===== src/hdl/lcw_pkg.sv =====
// Shared types and constants for the load-cell tare/span weigher.
// Used by lcw_div, lcw_mul and load_cell_tare_span_weigher; no dependencies.
package lcw_pkg;

    localparam int SAMPLE_W = 24;   // converter sample, signed
    localparam int SUM_W    = 29;   // running sum of one run, signed
    localparam int CNT_W    = 4;    // samples taken in the current run
    localparam int VAL_W    = 32;   // result value, signed
    localparam int KNOWN_W  = 16;   // calibration mass in grams

    localparam int DIV_W    = 48;   // dividend / quotient magnitude
    localparam int DEN_W    = 24;   // divisor magnitude
    localparam int MUL_A_W  = 24;   // |avg - tare|
    localparam int MUL_B_W  = 23;   // known_weight_g * 100

    localparam logic [1:0] FUNC_TARE  = 2'd0;
    localparam logic [1:0] FUNC_CAL   = 2'd1;
    localparam logic [1:0] FUNC_WEIGH = 2'd2;
    localparam logic [1:0] FUNC_NONE  = 2'd3;

    localparam logic [KNOWN_W-1:0] KNOWN_RESET = 16'd4650;

    localparam logic [DIV_W-1:0] SAT_POS_LIM = 48'd2147483647;
    localparam logic [DIV_W-1:0] SAT_NEG_LIM = 48'd2147483648;
    localparam logic [VAL_W-1:0] VAL_MAX     = 32'h7FFF_FFFF;
    localparam logic [VAL_W-1:0] VAL_MIN     = 32'h8000_0000;

    // status of a serial arithmetic unit
    typedef struct packed {
        logic busy;
        logic done;   // one-cycle pulse after the last step
    } unit_stat_t;

endpackage


===== src/hdl/lcw_div.sv =====
// Bit-serial restoring divider, one quotient bit per cycle, unsigned.
// Depends on lcw_pkg (widths, unit_stat_t).
module lcw_div
(
    input  logic                         clk,
    input  logic                         rst_n,
    input  logic                         start,
    input  logic [lcw_pkg::DIV_W-1:0]    dividend,
    input  logic [lcw_pkg::DEN_W-1:0]    divisor,
    output logic [lcw_pkg::DIV_W-1:0]    quotient,
    output lcw_pkg::unit_stat_t          stat
);

    localparam int STEP_W = $clog2(lcw_pkg::DIV_W);
    localparam logic [STEP_W-1:0] LAST_STEP = STEP_W'(lcw_pkg::DIV_W - 1);

    logic [lcw_pkg::DIV_W-1:0] q_reg;
    logic [lcw_pkg::DEN_W-1:0] rem_reg;
    logic [lcw_pkg::DEN_W-1:0] den_reg;
    logic [STEP_W-1:0]         step_reg;
    logic                      busy_reg;
    logic                      done_reg;

    logic [lcw_pkg::DEN_W:0]   rem_sh;
    logic [lcw_pkg::DEN_W+1:0] trial;
    logic                      fits;
    logic [lcw_pkg::DEN_W-1:0] rem_next;

    always_comb
    begin
        rem_sh   = {rem_reg, q_reg[lcw_pkg::DIV_W-1]};
        trial    = {1'b0, rem_sh} - {2'b00, den_reg};
        fits     = !trial[lcw_pkg::DEN_W+1];
        rem_next = fits ? trial[lcw_pkg::DEN_W-1:0] : rem_sh[lcw_pkg::DEN_W-1:0];
    end

    always_ff @(posedge clk or negedge rst_n)
    begin
        if (!rst_n)
        begin
            busy_reg <= 1'b0;
            done_reg <= 1'b0;
            step_reg <= '0;
        end
        else
        begin
            done_reg <= busy_reg && !start && (step_reg == LAST_STEP);
            if (start)
            begin
                busy_reg <= 1'b1;
                step_reg <= '0;
            end
            else if (busy_reg)
            begin
                step_reg <= step_reg + 1'b1;
                if (step_reg == LAST_STEP)
                    busy_reg <= 1'b0;
            end
        end
    end

    always_ff @(posedge clk)
    begin
        if (start)
        begin
            q_reg   <= dividend;
            rem_reg <= '0;
            den_reg <= divisor;
        end
        else if (busy_reg)
        begin
            q_reg   <= {q_reg[lcw_pkg::DIV_W-2:0], fits};
            rem_reg <= rem_next;
        end
    end

    assign quotient  = q_reg;
    assign stat.busy = busy_reg;
    assign stat.done = done_reg;

endmodule


===== src/hdl/lcw_mul.sv =====
// Serial shift-add multiplier, one multiplier bit per cycle, unsigned.
// Depends on lcw_pkg (widths, unit_stat_t).
module lcw_mul
(
    input  logic                                      clk,
    input  logic                                      rst_n,
    input  logic                                      start,
    input  logic [lcw_pkg::MUL_A_W-1:0]               mcand,
    input  logic [lcw_pkg::MUL_B_W-1:0]               mplier,
    output logic [lcw_pkg::MUL_A_W+lcw_pkg::MUL_B_W-1:0] product,
    output lcw_pkg::unit_stat_t                       stat
);

    localparam int STEP_W = $clog2(lcw_pkg::MUL_B_W);
    localparam logic [STEP_W-1:0] LAST_STEP = STEP_W'(lcw_pkg::MUL_B_W - 1);

    logic [lcw_pkg::MUL_A_W-1:0] hi_reg;
    logic [lcw_pkg::MUL_B_W-1:0] lo_reg;
    logic [lcw_pkg::MUL_A_W-1:0] a_reg;
    logic [STEP_W-1:0]           step_reg;
    logic                        busy_reg;
    logic                        done_reg;

    logic [lcw_pkg::MUL_A_W:0]   psum;

    // add the partial product into the high half, then shift the pair right
    assign psum = {1'b0, hi_reg} + (lo_reg[0] ? {1'b0, a_reg} : '0);

    always_ff @(posedge clk or negedge rst_n)
    begin
        if (!rst_n)
        begin
            busy_reg <= 1'b0;
            done_reg <= 1'b0;
            step_reg <= '0;
        end
        else
        begin
            done_reg <= busy_reg && !start && (step_reg == LAST_STEP);
            if (start)
            begin
                busy_reg <= 1'b1;
                step_reg <= '0;
            end
            else if (busy_reg)
            begin
                step_reg <= step_reg + 1'b1;
                if (step_reg == LAST_STEP)
                    busy_reg <= 1'b0;
            end
        end
    end

    always_ff @(posedge clk)
    begin
        if (start)
        begin
            hi_reg <= '0;
            lo_reg <= mplier;
            a_reg  <= mcand;
        end
        else if (busy_reg)
        begin
            hi_reg <= psum[lcw_pkg::MUL_A_W:1];
            lo_reg <= {psum[0], lo_reg[lcw_pkg::MUL_B_W-1:1]};
        end
    end

    assign product   = {hi_reg, lo_reg};
    assign stat.busy = busy_reg;
    assign stat.done = done_reg;

endmodule


===== src/hdl/load_cell_tare_span_weigher.sv =====
// Load-cell tare / span / weigh block, top level.
// Depends on lcw_pkg, lcw_div and lcw_mul.
//
// Input channel (in_valid / in_stall): one transfer per converter sample with a
// function code (tare, calibrate, weigh; code 3 is dropped). Samples of one
// run are summed; a change of function code starts a new run. A sample that
// does not finish a run leaves the input open for the next one. The sample that
// finishes a run starts the work: the mean is formed by a bit-serial divider;
// tare and calibrate runs store it and report it. A weigh run then multiplies
// |avg - tare| by known_weight_g * 100 in a serial shift-add unit and divides
// by |span - tare| in the same divider; if span equals tare it skips both and
// reports 0 with span_valid low. in_stall stays high during this work.
// Output channel (out_valid / out_stall): one transfer per finished run. The
// result sits in an output register; while the receiver stalls it holds, new
// samples are still taken, and a later result waits until the register frees.
// APB port: known_weight_g at byte address 0.
// Reset clears the run, both stored levels and out_valid, and restores
// known_weight_g to 4650 g.
module load_cell_tare_span_weigher
#(
    parameter int CAL_SAMPLES   = 10,
    parameter int WEIGH_SAMPLES = 3
)
(
    input  logic                                 clk,
    input  logic                                 rst_n,

    input  logic                                 psel,
    input  logic                                 penable,
    input  logic                                 pwrite,
    input  logic [1:0]                           paddr,
    input  logic [31:0]                          pwdata,
    output logic [31:0]                          prdata,
    output logic                                 pready,

    input  logic                                 in_valid,
    output logic                                 in_stall,
    input  logic [1:0]                           func,
    input  logic signed [lcw_pkg::SAMPLE_W-1:0]  raw_sample,

    output logic                                 out_valid,
    input  logic                                 out_stall,
    output logic [1:0]                           result_kind,
    output logic signed [lcw_pkg::VAL_W-1:0]     result_value,
    output logic                                 span_valid
);

    localparam int SW  = lcw_pkg::SAMPLE_W;
    localparam int CW  = lcw_pkg::CNT_W;
    localparam int DW  = lcw_pkg::DIV_W;
    localparam int NW  = lcw_pkg::DEN_W;
    localparam int PW  = lcw_pkg::MUL_A_W + lcw_pkg::MUL_B_W;

    localparam logic [CW-1:0] CAL_NEED   = (CAL_SAMPLES < 1)   ? CW'(1) : CW'(CAL_SAMPLES);
    localparam logic [CW-1:0] WEIGH_NEED = (WEIGH_SAMPLES < 1) ? CW'(1) : CW'(WEIGH_SAMPLES);

    localparam logic [1:0] ADDR_KNOWN = 2'd0;

    typedef enum logic [5:0] {
        S_IDLE = 6'b000001,
        S_AVG  = 6'b000010,
        S_PREP = 6'b000100,
        S_MUL  = 6'b001000,
        S_DIV  = 6'b010000,
        S_OUT  = 6'b100000
    } state_t;

    state_t state_reg;

    logic [lcw_pkg::SUM_W-1:0]   sum_reg;
    logic [CW-1:0]               count_reg;
    logic [1:0]                  run_mode_reg;
    logic [SW-1:0]               tare_reg;
    logic [SW-1:0]               span_reg;
    logic [lcw_pkg::KNOWN_W-1:0] known_reg;

    logic                        sum_neg_reg;
    logic [SW-1:0]               avg_reg;
    logic                        neg_reg;
    logic [NW-1:0]               den_mag_reg;

    logic [1:0]                  res_kind_reg;
    logic [lcw_pkg::VAL_W-1:0]   res_value_reg;
    logic                        res_span_reg;

    logic                        out_valid_reg;
    logic [1:0]                  out_kind_reg;
    logic [lcw_pkg::VAL_W-1:0]   out_value_reg;
    logic                        out_span_reg;

    // ---- configuration port
    logic cfg_wr;
    assign cfg_wr = psel && penable && pwrite && (paddr == ADDR_KNOWN);
    assign pready = 1'b1;
    assign prdata = (paddr == ADDR_KNOWN) ? {16'd0, known_reg} : 32'd0;

    // ---- sample accumulation
    logic                      accept;
    logic                      restart;
    logic [lcw_pkg::SUM_W-1:0] sum_next;
    logic [CW-1:0]             count_next;
    logic [CW-1:0]             need;
    logic                      final_sample;
    logic [lcw_pkg::SUM_W-1:0] sum_mag;

    assign in_stall = (state_reg != S_IDLE);
    assign accept   = in_valid && !in_stall && (func != lcw_pkg::FUNC_NONE);

    always_comb
    begin
        restart    = (func != run_mode_reg) || (count_reg == '0);
        sum_next   = (restart ? '0 : sum_reg)
                     + {{(lcw_pkg::SUM_W-SW){raw_sample[SW-1]}}, raw_sample};
        count_next = (restart ? '0 : count_reg) + 1'b1;
        need       = (func == lcw_pkg::FUNC_WEIGH) ? WEIGH_NEED : CAL_NEED;
        final_sample = accept && (count_next >= need);
        sum_mag    = sum_next[lcw_pkg::SUM_W-1] ? (~sum_next + 1'b1) : sum_next;
    end

    // ---- arithmetic units
    lcw_pkg::unit_stat_t div_stat;
    lcw_pkg::unit_stat_t mul_stat;
    logic                div_start;
    logic [DW-1:0]       div_dividend;
    logic [NW-1:0]       div_divisor;
    logic [DW-1:0]       div_quot;
    logic                mul_start;
    logic [PW-1:0]       mul_prod;

    logic [SW:0]                 diff;
    logic [SW:0]                 den;
    logic [SW:0]                 diff_mag;
    logic [SW:0]                 den_mag;
    logic [lcw_pkg::MUL_B_W-1:0] k100;
    logic [SW-1:0]               avg_w;

    always_comb
    begin
        diff     = {avg_reg[SW-1], avg_reg} - {tare_reg[SW-1], tare_reg};
        den      = {span_reg[SW-1], span_reg} - {tare_reg[SW-1], tare_reg};
        diff_mag = diff[SW] ? (~diff + 1'b1) : diff;
        den_mag  = den[SW] ? (~den + 1'b1) : den;
        // known * 100 = known * (64 + 32 + 4)
        k100     = ({7'd0, known_reg} << 6) + ({7'd0, known_reg} << 5)
                   + ({7'd0, known_reg} << 2);
        avg_w    = sum_neg_reg ? (~div_quot[SW-1:0] + 1'b1) : div_quot[SW-1:0];
    end

    assign mul_start = (state_reg == S_PREP) && (den != '0);
    assign div_start = final_sample || ((state_reg == S_MUL) && mul_stat.done);

    always_comb
    begin
        if (state_reg == S_MUL)
        begin
            div_dividend = {{(DW-PW){1'b0}}, mul_prod};
            div_divisor  = den_mag_reg;
        end
        else
        begin
            div_dividend = {{(DW-lcw_pkg::SUM_W){1'b0}}, sum_mag};
            div_divisor  = {{(NW-CW){1'b0}}, need};
        end
    end

    lcw_div u_div
    (
        .clk      (clk),
        .rst_n    (rst_n),
        .start    (div_start),
        .dividend (div_dividend),
        .divisor  (div_divisor),
        .quotient (div_quot),
        .stat     (div_stat)
    );

    lcw_mul u_mul
    (
        .clk     (clk),
        .rst_n   (rst_n),
        .start   (mul_start),
        .mcand   (diff_mag[SW-1:0]),
        .mplier  (k100),
        .product (mul_prod),
        .stat    (mul_stat)
    );

    // ---- output register
    logic out_load;
    assign out_load = (state_reg == S_OUT) && (!out_valid_reg || !out_stall);

    // ---- control and state
    always_ff @(posedge clk or negedge rst_n)
    begin
        if (!rst_n)
        begin
            state_reg     <= S_IDLE;
            sum_reg       <= '0;
            count_reg     <= '0;
            run_mode_reg  <= lcw_pkg::FUNC_TARE;
            tare_reg      <= '0;
            span_reg      <= '0;
            known_reg     <= lcw_pkg::KNOWN_RESET;
            out_valid_reg <= 1'b0;
        end
        else
        begin
            if (cfg_wr)
                known_reg <= pwdata[lcw_pkg::KNOWN_W-1:0];

            if (out_load)
                out_valid_reg <= 1'b1;
            else if (out_valid_reg && !out_stall)
                out_valid_reg <= 1'b0;

            unique case (state_reg)
                S_IDLE:
                begin
                    if (accept)
                    begin
                        run_mode_reg <= func;
                        if (final_sample)
                        begin
                            sum_reg   <= '0;
                            count_reg <= '0;
                            state_reg <= S_AVG;
                        end
                        else
                        begin
                            sum_reg   <= sum_next;
                            count_reg <= count_next;
                        end
                    end
                end
                S_AVG:
                begin
                    if (div_stat.done)
                    begin
                        if (run_mode_reg == lcw_pkg::FUNC_TARE)
                        begin
                            tare_reg  <= avg_w;
                            state_reg <= S_OUT;
                        end
                        else if (run_mode_reg == lcw_pkg::FUNC_CAL)
                        begin
                            span_reg  <= avg_w;
                            state_reg <= S_OUT;
                        end
                        else
                            state_reg <= S_PREP;
                    end
                end
                S_PREP:
                begin
                    state_reg <= (den == '0) ? S_OUT : S_MUL;
                end
                S_MUL:
                begin
                    if (mul_stat.done)
                        state_reg <= S_DIV;
                end
                S_DIV:
                begin
                    if (div_stat.done)
                        state_reg <= S_OUT;
                end
                S_OUT:
                begin
                    if (out_load)
                        state_reg <= S_IDLE;
                end
                default:
                begin
                    state_reg <= S_IDLE;
                end
            endcase
        end
    end

    // payload registers
    always_ff @(posedge clk)
    begin
        if (final_sample)
            sum_neg_reg <= sum_next[lcw_pkg::SUM_W-1];

        if ((state_reg == S_AVG) && div_stat.done)
        begin
            avg_reg      <= avg_w;
            res_kind_reg <= run_mode_reg;
            res_value_reg <= {{(lcw_pkg::VAL_W-SW){avg_w[SW-1]}}, avg_w};
            if (run_mode_reg == lcw_pkg::FUNC_TARE)
                res_span_reg <= (span_reg != avg_w);
            else
                res_span_reg <= (avg_w != tare_reg);
        end

        if (state_reg == S_PREP)
        begin
            neg_reg       <= diff[SW] ^ den[SW];
            den_mag_reg   <= den_mag[NW-1:0];
            res_span_reg  <= (den != '0);
            res_value_reg <= '0;
        end

        if ((state_reg == S_DIV) && div_stat.done)
        begin
            if (neg_reg)
                res_value_reg <= (div_quot > lcw_pkg::SAT_NEG_LIM) ? lcw_pkg::VAL_MIN
                                 : (~div_quot[lcw_pkg::VAL_W-1:0] + 1'b1);
            else
                res_value_reg <= (div_quot > lcw_pkg::SAT_POS_LIM) ? lcw_pkg::VAL_MAX
                                 : div_quot[lcw_pkg::VAL_W-1:0];
        end

        if (out_load)
        begin
            out_kind_reg  <= res_kind_reg;
            out_value_reg <= res_value_reg;
            out_span_reg  <= res_span_reg;
        end
    end

    assign out_valid    = out_valid_reg;
    assign result_kind  = out_kind_reg;
    assign result_value = out_value_reg;
    assign span_valid   = out_span_reg;

    // ---- checks
    a_count_below_need: assert property (@(posedge clk) disable iff (!rst_n)
        (run_mode_reg != lcw_pkg::FUNC_WEIGH || count_reg < WEIGH_NEED) &&
        (run_mode_reg == lcw_pkg::FUNC_WEIGH || count_reg < CAL_NEED))
        else $error("run count reached its target without a result");

    a_div_start_idle: assert property (@(posedge clk) disable iff (!rst_n)
        div_start |-> !div_stat.busy)
        else $error("divider restarted while busy");

    a_mul_start_idle: assert property (@(posedge clk) disable iff (!rst_n)
        mul_start |-> !mul_stat.busy)
        else $error("multiplier restarted while busy");

    a_stall_while_busy: assert property (@(posedge clk) disable iff (!rst_n)
        (div_stat.busy || mul_stat.busy) |-> in_stall)
        else $error("input open while arithmetic in progress");

    a_div_done_expected: assert property (@(posedge clk) disable iff (!rst_n)
        div_stat.done |-> (state_reg == S_AVG || state_reg == S_DIV))
        else $error("divider finished outside a divide step");

endmodule


===== config.mk =====
export PLATFORM = sky130hd
export DESIGN_NAME = load_cell_tare_span_weigher
export DESIGN_NICKNAME = d
export VERILOG_FILES = /design/src/hdl/lcw_pkg.sv /design/src/hdl/lcw_div.sv /design/src/hdl/lcw_mul.sv /design/src/hdl/load_cell_tare_span_weigher.sv
export SDC_FILE = /design/constraint.sdc
export NUM_CORES = 1
export LEC_CHECK = 0
export BUFFER_PORTS_ARGS = -buffer_cell sky130_fd_sc_hd__buf_2
export CORE_ASPECT_RATIO = 1.75
export CORE_MARGIN = 1
export CORE_UTILIZATION = 40
export DETAILED_ROUTE_END_ITERATION = 8
export SLEW_MARGIN = 20
export SYNTH_ARGS = -nofsm -noshare
export SYNTH_HDL_FRONTEND = slang
export SYNTH_SLANG_ARGS = --single-unit

===== constraint.sdc =====
create_clock -name clk -period 5.4 [get_ports clk]
set_input_delay 0.54 -clock clk [delete_from_list [all_inputs] [get_ports clk]]
set_output_delay 0.54 -clock clk [all_outputs]
set_load 0.01 [all_outputs]

[Yosys cells after proc, flatten, opt, wreduce, memory -nomap -nowiden]
Index checks and enable logic that the tools add are counted.
Operators by class
  order comparisons: 3
  reductions and logical operators: 39
  muxes and demuxes: 49
  $add $sub $neg: 15
  bitwise operators: 7
  eq/ne operators: 21
Operators with widths (count)
  $mux 32: 6
  $mux 24: 5
  $mux 48: 2
  $mux 29: 3
  $add 24x1->24 const B: 3
  $not 24->24: 3
  $mux 6: 11
  $sub 24x24->25: 2
  $gt 48x31->1 const B: 1
  $gt 48x32->1 const B: 1
  $ne 24x24->1: 2
  $mux 47: 1
  $mux 23: 2
  $pmux 6 s6: 1
  $add 32x1->32 const B: 1
  $not 32->32: 1
  $add 29x1->29 const B: 1
  $add 29x29->29: 1
  $not 29->29: 1
  $sub 25x24->26: 1
  $add 24x25->25: 1
  $logic_not 25->1: 1
  $reduce_bool 25->1: 1
  $add 22x21->23: 1
  35 further kinds: 81
Word-level totals
  register bits after elaboration: 408
  bits of input ports: 67
  word-level logic and storage cells: 165

[Logic depth before layout (Yosys ltp)]
  word-level depth: 10
  mapped depth: 20
  mapped depth without buffers: 18

[Cells and area by module]
From an unflattened synthesis, not the netlist that was laid out.
Unflattened totals
  cell total of the unflattened synthesis: 2915
  area total of the unflattened synthesis: 27745.4 µm²
Modules (own cells, without submodules)
  load_cell_tare_span_weigher: seq. area each 6263.5 µm², cells an instance 2041, times used 1, area an instance 17958.5 µm²
  lcw_div: seq. area each 2842.7 µm², cells an instance 490, times used 1, area an instance 5484.0 µm²
  lcw_mul: seq. area each 2067.0 µm², cells an instance 384, times used 1, area an instance 4302.9 µm²

[Worst setup path after synthesis]
No wires, ideal clock.
  kind: input -> register
  start point: input port func[1]
  end point: register u_div.q_reg (netlist bit u_div.quotient[26]) (data pin)
  setup slack: 0.306 ns
  setup time: 0.271 ns
  data required time: 5.129 ns
  stages: 18
  arrival: 4.823 ns
  cell sequence: xor2_1 -> nor3_1 -> clkbuf_1 -> clkbuf_1 -> nand2_1 -> inv_1 -> ha_1 -> a211oi_1 -> o21ai_0 -> a21oi_1 -> o21ai_0 -> xnor2_1 -> nand4bb_4 -> or4_4 -> or4b_4 -> o41ai_2 -> xor2_1 -> a21oi_1
On the way
  longest elaborated chain between the ends: 9
  elaborated cells between the ends (all ways): 18
  classes of those cells: add/sub: 3; order compare: 1; eq/ne: 3; mux: 6; bitwise: 1; reduce/logical: 4
RTL lines
  from (decl): line load_cell_tare_span_weigher.sv:38  | input logic [1:0] func,
  $ne 2x2->1: line load_cell_tare_span_weigher.sv:111  | restart = (func != run_mode_reg) || (count_reg == '0);
  $logic_or 1x1->1: line load_cell_tare_span_weigher.sv:111
  $mux 29: line load_cell_tare_span_weigher.sv:112  | sum_next = (restart ? '0 : sum_reg)
  $add 29x29->29: line load_cell_tare_span_weigher.sv:113  | + {{(lcw_pkg::SUM_W-SW){raw_sample[SW-1]}}, raw_sample};
  $not 29->29: line load_cell_tare_span_weigher.sv:117  | sum_mag = sum_next[lcw_pkg::SUM_W-1] ? (~sum_next + 1'b1) : sum_next;
  $add 29x1->29: line load_cell_tare_span_weigher.sv:117
  $mux 29: line load_cell_tare_span_weigher.sv:117
  $mux 47: line load_cell_tare_span_weigher.sv:154  | if (state_reg == S_MUL)
  $mux 48 (*): line lcw_div.sv:64  | if (start)
  to (signal assigned): line lcw_div.sv:66  | q_reg <= dividend;
  to (signal assigned): line lcw_div.sv:72  | q_reg <= {q_reg[lcw_pkg::DIV_W-2:0], fits};
  to (decl): line lcw_div.sv:17  | logic [lcw_pkg::DIV_W-1:0] q_reg;
Mark *: on every way between the ends. The rest lies on a longest branch, timed or not.
A chain may end at the register's enable or synchronous reset.

[Final worst setup path]
  start point: register count_reg[0]
  end point: register u_div.q_reg (netlist bit u_div.quotient[26]) (data pin)
On the way
  longest elaborated chain between the ends: 9
  elaborated cells between the ends (all ways): 14
  classes of those cells: add/sub: 3; order compare: 1; mux: 5; bitwise: 1; reduce/logical: 4
RTL lines
  from (decl): line load_cell_tare_span_weigher.sv:71  | logic [CW-1:0] count_reg;
  from (signal assigned): line load_cell_tare_span_weigher.sv:231  | count_reg <= count_next;
  $logic_not 4->1: line load_cell_tare_span_weigher.sv:111
  $logic_or 1x1->1: line load_cell_tare_span_weigher.sv:111
  $mux 29: line load_cell_tare_span_weigher.sv:112
  $add 29x29->29: line load_cell_tare_span_weigher.sv:113
  $not 29->29: line load_cell_tare_span_weigher.sv:117
  $add 29x1->29: line load_cell_tare_span_weigher.sv:117
  $mux 29: line load_cell_tare_span_weigher.sv:117
  $mux 47: line load_cell_tare_span_weigher.sv:154
  $mux 48 (*): line lcw_div.sv:64
Marked as above.

==> summary.txt <==
STA
  – Final Critical Period: 5.150 ns
  – Setup Viol. Count Final: 0
  – Final worst slack: 0.2499 ns
  – Relative slew margins: 23.25%
  – Final hold vios: 0
  – Max-slew violations: 0
  – Skew final: 0.03313 ns
  – Slew @ Worst Pin: 1.122 ns
  – FMAX: 194.2 MHz
  – Final period utilization: 95.37%

Routing
  – Drt first-iter violations: 946
  – WL final: 75.60 mm
  – Final ANT Viol Nets: 0
  – # DRC: 0
  – Avg WL per Cell: 19.72 um
  – DRT Pass-1 Iters: 5
  – Vias: 21240
  – Number of vias per cell: 5.540

Yosys
  – Post-synth EDFFs: 239
  – Dominant cell type by area after synthesis: edfxtp_1
  – Area share of the largest cell type after synthesis: 26.96%
  – Synth area leaders: edfxtp_1 (27%), dfrtp_1 (11%), ha_1 (7.2%)
  – Area of the mapped netlist: 26620 sq um
  – Register bit total from synthesis: 408
  – Post-synthesis sequential area ratio: 41.98%
  – Top_reg_cell synth: edfxtp_1
  – Fraction of registers with async set/reset: 29.66%
  – Synth unique cells: 88
  – Avg Cell Area, Syn: 9.509 sq um
  – Syn Inst Count: 2799
  – Synth Warn #: 0

Global routing
  – Total GRT Usage: 22.52%
  – Met2 Use GR: 44.26%
  – Most used routing layer: met2
  – Initial antenna violation count: 1
  – First-pass GRT wire length: 118.2 mm
  – Met1 track utilization from global routing: 21.82%
  – Met3 usage: 1.971%
  – Remaining global-route overflow: 0
  – Largest net degree at the start of global routing: 74
  – Number of global-route vias before repair: 21810

Critical path
  – Most used cell, CP: or3_1
  – Crit start category: flip-flop
  – Critical path required time: 5.72 ns
  – Worst setup EP type: flip-flop
  – Worst Path Max Fanout: 10
  – Slowest-stage cell, CP: or4b_4
  – Crit path kind: reg -> reg
  – Slowest stage delay, CP: 0.59 ns
  – Arr. time, crit path: 5.47 ns
  – Number of buffer and inverter stages on the critical path: 1
  – Kind of cell adding the most delay to the critical path: simple AND/OR/NAND/NOR gates
  – Cells along the critical path: nor4_1 -> nor3_4 -> buf_4 -> and2_1 -> ha_1 -> a21o_1 -> or3_1 -> o21a_4 -> or3_1 -> a41o_1 -> nand4bb_4 -> or4_4 -> or4b_4 -> o41ai_2 -> xor2_1 -> a21oi_1

Clocking
  – Clock transition at path regs: 0.07 ns
  – TritonCTS Buffers: 42
  – Root Driver: clkbuf_16
  – CTS tree: yes
  – H-Tree Depth: 2
  – Skew-Pair Late Insertion Delay: 0.60 ns
  – Clk buf depth: 3
  – Clock tree sinks: 408
  – Postcts setup bufs: 0

Cells and area
  – Multi-input logic area: 14490 sq um
  – Reg area: 11170 sq um
  – Post-layout nets: 3158
  – Final Cell Area: 29920 sq um
  – Finished Layout Cells: 3834
  – Layout cells sized above 1: 11.92%
  – Area Growth Syn to Fin: 12.40%
  – N_diodes: 0
  – Fill count: 6341
  – Max FFs per register: 48

Floorplan
  – Die ar.: 67620 sq um
  – Die X: 197.0 um
  – Site Rows: 124
  – Ports: 137
  – Core Region: 65630 sq um
  – Die height: 343.2 um
  – Initial Util: 40.56%

Placement
  – Final GP Congestion: 0.9237
  – Buffers added on ports: 103
  – Place WS: 0.01024 ns
  – Hpwl dp: 58.40 mm
  – Placed inst area: 28460 sq um
  – Dpl cells: 3756

Pwr
  – Int Power: 0.007765 W
  – Seq pwr share: 36.3%
  – Switching Fraction: 37.60%
  – Max VDD drop: 0.0002882 V
  – Net Sw Power: 0.004679 W
  – Power Dens Cells: 416.0 nW/um^2
  – Clock power frac: 24.8%
  – Static Leak: 12.50 nW
  – Comb power frac: 38.9%

Status
  – Status: complete, no violations

Worst hold path
  – Worst min path class: in -> reg

Run
  – Max-cap violations: 0
[cell type report]
class,instances,area share [%]
Multi-Input combinational cell,2143,48.44
Sequential cell,408,37.35
Timing Repair Buffer,193,4.095
Tap cell,882,3.689
Clock buffer,50,3.685
Inverter,131,1.644
Clock inverter,27,1.096
[per-layer routing]
layer / vias up / share of wire (%)
li1: 10280 / -
met1: 10340 / 35
met2: 439 / 55
met3: 183 / 2.6
met4: 0 / 7.4
met5: - / 0
[cells in the final DEF (no fill, tap or decap), drive strengths merged, types with 11 or more instances in the layout]
master  netlist  final
o21ai       242    242
nand3        55     55
nor2b        28     28
fa           18     18
nor3b        27     27
conb          2     17
nand2       263    263
o31ai        28     28
inv         129    131
a21o         57     57
a21oi       167    167
and2        105    105
ha          154    154
a211oi       52     52
edfxtp      239    239
or2          22     22
nand4        19     19
a31oi        20     20
o21a         26     26
dfrtp       115    115
xor2        101    101
dfxtp        48     48
nand2b       27     27
or3          32     32
nor3         49     49
or4          11     11
clkinv        2     16
xnor2       137    137
clkbuf      105     50
and3         21     21
nor4         26     26
nor2        185    185
mux2i        65     65
buf          27    192
mux2         29     29
o22ai        26     26
[power by group through the flow]
stage          Sequential, W  Clock, W  Combinational (W)
6_report             0.00452   0.00309            0.00484
5_1_grt              0.00458   0.00325            0.00535
4_1_cts              0.00451   0.00316            0.00486
3_5_place_dp         0.00456         0            0.00484
3_3_place_gp         0.00455         0            0.00472
2_1_floorplan        0.00435         0            0.00329
[stage by stage]
stage | hold slack [ns] | TNS (ns) | power (W) | utilization (%)
4_1_cts | 0.1410 | 0 | 0.01253 | 45.56
5_1_grt | 0.1640 | -0.0005578 | 0.01318 | 45.58
3_3_place_gp | 0.4090 | 0 | 0.009274 | 43.37
6_report | 0.1645 | 0 | 0.01244 | 45.58
2_1_floorplan | 0.2444 | 0 | 0.007635 | -
3_5_place_dp | 0.4063 | 0 | 0.009406 | 43.37
[cells in the mapped netlist (all sizes together) (49+ instances only)]
cell type  instances
a211oi            52
a21o              57
a21oi            167
and2             105
clkbuf           105
dfrtp            115
edfxtp           239
ha               154
inv              129
mux2i             65
nand2            263
nand3             55
nor2             185
nor3              49
o21ai            242
xnor2            137
xor2             101
[worst reg2reg max path, cell delays in order, from the launching register on]
cell and delay, ns:
dfrtp_1 0.40, nor4_1 0.52, nor3_4 0.12, buf_4 0.20, and2_1 0.17, ha_1 0.23, a21o_1 0.18, or3_1 0.33
o21a_4 0.26, or3_1 0.34, a41o_1 0.27, nand4bb_4 0.26, or4_4 0.54, or4b_4 0.59, o41ai_2 0.24, xor2_1 0.18
a21oi_1 0.08
[repair_timing]
item	CTS	global route
hold endpoints to repair	39	0
resized for setup	0	3
setup endpoints to repair	0	3
hold buffers	1	0
[cell families after synthesis]
kind of cell               after synthesis  share of synthesized area (%)
AOI/OAI and AO/OA                      717                          16.71
xor gates and xnor gates               238                          7.860
adders and majority gates              172                          8.593
buffers and inverters                  263                          3.996
DFF                                    408                          41.98
muxes                                   94                          3.671
other                                    2                        0.02822
and+or+nand+nor                        905                          17.16
[final timing paths]
kind	depth (start not counted)	endpoint	from	slack [ns]
min	3	known_reg[14]$_DFFE_PN0P_	pwdata[14]	0.16
max reg2reg	16	u_div.quotient[26]$_DFFE_PP_	count_reg[0]$_DFFE_PN0P_	0.25
min in group asynchronous	2	span_reg[13]$_DFFE_PN0P_	rst_n	0.47
max	16	u_div.quotient[26]$_DFFE_PP_	count_reg[0]$_DFFE_PN0P_	0.25
max in group asynchronous	3	state_reg[0]$_DFFE_PN1P_	rst_n	3.92
min reg2reg	0	result_value[25]$_DFFE_PP_	res_value_reg[25]$_DFFE_PP_	0.42
No activity file was read; power rests on OpenSTA's default activity.
